File: src/hjn_fifo.sv
// Two-entry word queue used between the front, the back and the result port.
`timescale 1ns / 1ps
module hjn_fifo #(
  parameter int unsigned WIDTH = 8
) (
  input  logic             clk_i,
  input  logic             rst_ni,
  input  logic             push_i,
  input  logic [WIDTH-1:0] wdata_i,
  output logic             full_o,
  input  logic             pop_i,
  output logic [WIDTH-1:0] rdata_o,
  output logic             empty_o
);

  logic [WIDTH-1:0] mem_q [2];
  logic             wr_ptr_q, rd_ptr_q;
  logic [1:0]       cnt_q;
  logic             do_push, do_pop;

  assign full_o  = (cnt_q == 2'd2);
  assign empty_o = (cnt_q == 2'd0);
  assign do_push = push_i && !full_o;
  assign do_pop  = pop_i && !empty_o;
  assign rdata_o = mem_q[rd_ptr_q];

  always_ff @(posedge clk_i or negedge rst_ni) begin
    if (!rst_ni) begin
      wr_ptr_q <= 1'b0;
      rd_ptr_q <= 1'b0;
      cnt_q    <= 2'd0;
    end else begin
      if (do_push) wr_ptr_q <= ~wr_ptr_q;
      if (do_pop) rd_ptr_q <= ~rd_ptr_q;
      if (do_push && !do_pop) cnt_q <= cnt_q + 2'd1;
      else if (do_pop && !do_push) cnt_q <= cnt_q - 2'd1;
    end
  end

  always_ff @(posedge clk_i) begin
    if (do_push) mem_q[wr_ptr_q] <= wdata_i;
  end

endmodule

File: config.mk
export PLATFORM = sky130hd
export DESIGN_NAME = hjn_fifo
export DESIGN_NICKNAME = d
export VERILOG_FILES = /design/src/hjn_fifo.sv
export SDC_FILE = /design/constraint.sdc
export NUM_CORES = 1
export LEC_CHECK = 0
export BUFFER_PORTS_ARGS = -buffer_cell sky130_fd_sc_hd__buf_2
export CAP_MARGIN = 0
export CORE_MARGIN = 2
export CORE_UTILIZATION = 30
export CTS_BUF_LIST = sky130_fd_sc_hd__clkbuf_8
export DETAILED_ROUTE_END_ITERATION = 12
export GPL_TIMING_DRIVEN = 0
export SYNTH_ARGS = -nofsm -noshare
export SYNTH_HDL_FRONTEND = slang
export SYNTH_SLANG_ARGS = --single-unit
File: constraint.sdc
create_clock -name clk_i -period 1.4 [get_ports clk_i]
set_input_delay 0.42 -clock clk_i [delete_from_list [all_inputs] [get_ports clk_i]]
set_output_delay 0.42 -clock clk_i [all_outputs]
set_load 0.005 [all_outputs]
==> summary.txt <==
Min path
  – Worst min-delay path class: in -> reg

Synthesis
  – Register area share after synthesis: 0.742
  – Mapped cell area: 782 sq um
  – Mux cell area share after synthesis: 0.115
  – Synthesized flop and latch total: 20
  – XOR/XNOR Fraction of Synth Area: 0.0656
  – Mapped Cells: 44
  – Post-synthesis adder-cell area fraction: 0.0160
  – Post-synth cell types: 15
  – Post-Synth Simple-Gate Area: 0.0384
  – Largest family of logic cells by synthesized area: multiplexers
  – Synth warn: 0
  – Synthesized Nets: 57
  – Compound-Gate Fraction of Synth Area: 0.00640
  – Synthesized area per cell: 17.8 sq um

Finish
  – Layout area overhead: 47.2%
  – Multi-input logic area: 265 sq um
  – FF+latch area: 582 sq um
  – Ant diodes: 0
  – Commonest non-fill, non-tap cells in the layout: 16 x edfxtp_1, 13 x buf_2, 11 x buf_6
  – Most common cell after layout, fill and taps aside: edfxtp_1
  – Filler Cells Inserted: 221
  – Final Net Count: 88
  – Ratio of cells with drive above 1 in the final layout: 0.635

Global route
  – First-pass GRT wire length: 1830 um
  – Vias in the first global route: 424
  – Total Routing Usage GR: 0.0914
  – Gr ovfl total: 0
  – Pin count of the biggest net entering global routing: 12
  – Initial antenna violation count: 0

Placed design
  – Gp weighted congestion: 0.711
  – IO buf count: 21
  – Post-Place Worst Slack: -237 ps
  – Dpl hpwl: 839 um

Clock network
  – Root buf cell: clkbuf_8
  – Num Clock Sinks: 20
  – Num CTS Buffers: 3
  – H-tree Lvls: 1
  – Worst skew pair latency: 250 ps
  – CTS clk-pin slew, worst paths: 70 ps
  – CTS tree: built
  – Clock Tree Buf Depth: 2

STA
  – Slew HR: 0.735
  – Fmax: 613 MHz
  – # setup viols final: 8
  – Clock Skew: 3.00 ps
  – Slew Viols, Final: 0
  – Clock period minus worst slack: 1630 ps
  – Final WS setup: -232 ps
  – Setup tns final: -1800 ps
  – RSZ-0062 raised after global routing: yes
  – Period utilization: 1.17
  – Worst-Margin Slew: 397 ps
  – Final-report hold violation count: 0

Worst setup path
  – Critical Path AT: 1210 ps
  – Endpoint class of the critical path: output port
  – CP Data Required Time: 980 ps
  – R2R Path Start: cnt_q[0]
  – Reg2reg end: cnt_q[1]
  – Setup crit start: rd_ptr_q
  – Cells on worst reg2reg path: 7
  – Critical path endpoint: rdata_o[0]
  – WS Path Type: reg -> out
  – R2R Setup Slk: 70 ps
  – Worst-path fanout max: 5
  – Startpoint types: flop

Die
  – Core Area: 2480 sq um
  – Starting Density: 0.316
  – IO Pins: 22
  – Die X: 55.1 um
  – Placement row count: 18
  – Die ar.: 3030 sq um
  – Die Y: 55.1 um

Power
  – Reg power frac: 0.398
  – Lkg Pwr: 0.491 nW
  – P_int: 0.00170 W
  – Combinational group share of total power: 0.450
  – Cell Pwr Density: 2070 nW/um^2
  – VDD IR-drop max: 1.09 mV
  – Clk network pwr share: 0.153
  – Net Sw Power: 0.000681 W
  – Switching Share: 0.286
  – Pwr Total: 0.00238 W

Outcome
  – Violated checks: setup timing
  – Outcome: finished with violations

Route
  – Routed len/inst: 12.2 um
  – Drt total wl: 1270 um
  – Via count: 450
  – Drt via density: 4.33
  – Iter 0 DRT Violations: 2
  – DRC viols: 0
  – DR pass1 iterations: 2
  – Final ANT Viol Nets: 0

Run
  – Number of max-cap violations: 0
cell families (layout without fill, tap and decap cells):
group	count (synthesis)	after routing
AOI/OAI and AO/OA	1	1
muxes	8	8
buffers and inverters	3	33
and+or+nand+nor	6	6
xor gates and xnor gates	5	5
adders and majority gates	1	1
DFF	20	20
synthesized netlist by cell type:
library cell,instances,share of area
and3_1,1,0.0080
buf_2,1,0.0064
dfrtp_1,4,0.13
edfxtp_1,16,0.61
ha_1,1,0.016
inv_1,2,0.0096
mux2_1,6,0.086
mux2_2,2,0.029
nand2_2,1,0.0080
nand2b_1,1,0.0080
nor2_1,3,0.014
o21ai_1,1,0.0064
xnor2_1,2,0.022
xnor2_2,1,0.021
xor2_1,2,0.022
registers in the layout, summed over array words and instances, names as in the netlist:
name	flops
rd_ptr_q	1
mem_q	16
cnt_q	2
wr_ptr_q	1
per-layer routing:
layer	vias to the layer above	global-route usage	wire (um)
met3	0	0.0349	95
met5	-	0	0
li1	219	-	-
met1	217	0.107	508
met4	0	0.0610	0
met2	14	0.139	662
stage by stage:
step	cell area (sq um)	hold slack, ps	std cells	utilization
5_1_grt	1150	342	104	0.465
3_3_place_gp	925	232	95	0.373
2_1_floorplan	782	124	44	-
4_1_cts	1050	348	103	0.424
6_report	1150	355	104	0.465
3_5_place_dp	925	231	95	0.373
critical path: stages, from the launching register on:
cell,delay (ps)
dfrtp_1,400
buf_6,150
mux2_4,300
buf_6,110
how the worst min path moves through the flow:
stage / startpoint / slack [ps] / depth (start not counted) / endpoint
6_report: wdata_i[3] / 350 / 1 / mem_q[0][3]
5_1_grt: wdata_i[3] / 340 / 1 / mem_q[0][3]
4_1_cts: wdata_i[3] / 350 / 1 / mem_q[1][3]
3_5_place_dp: rst_ni / 230 / 1 / cnt_q[0]
3_3_place_gp: rst_ni / 230 / 1 / cnt_q[0]
2_1_floorplan: rst_ni / 120 / 0 / cnt_q[0]
timing repair:
item,4_1_cts,5_1_grt
hold buffers,1,0
pin swaps,1,4
gates cloned,0,1
buffers inserted,3,0
gates resized for setup,11,22
setup endpoints to repair,18,11
endpoints found under the hold margin,4,0
layout make-up:
cell class,instances,area share
well taps,30,0.0326
flip-flops and latches,20,0.505
repair buffers,26,0.176
clock buffers,3,0.0359
inverters,2,0.00652
clock inverters,1,0.00326
multi-input cells,21,0.230
plain buffers,1,0.00978
power by group through the flow:
stage	Combinational, W	Clock [W]	Sequential [W]
floorplan	0.000416	0	0.000906
global placement	0.000615	0	0.000916
detailed placement	0.000620	0	0.000925
CTS	0.000823	0.000385	0.000922
global route	0.00118	0.000403	0.000965
finish	0.00107	0.000363	0.000946
(Power assumes the default switching activity.)
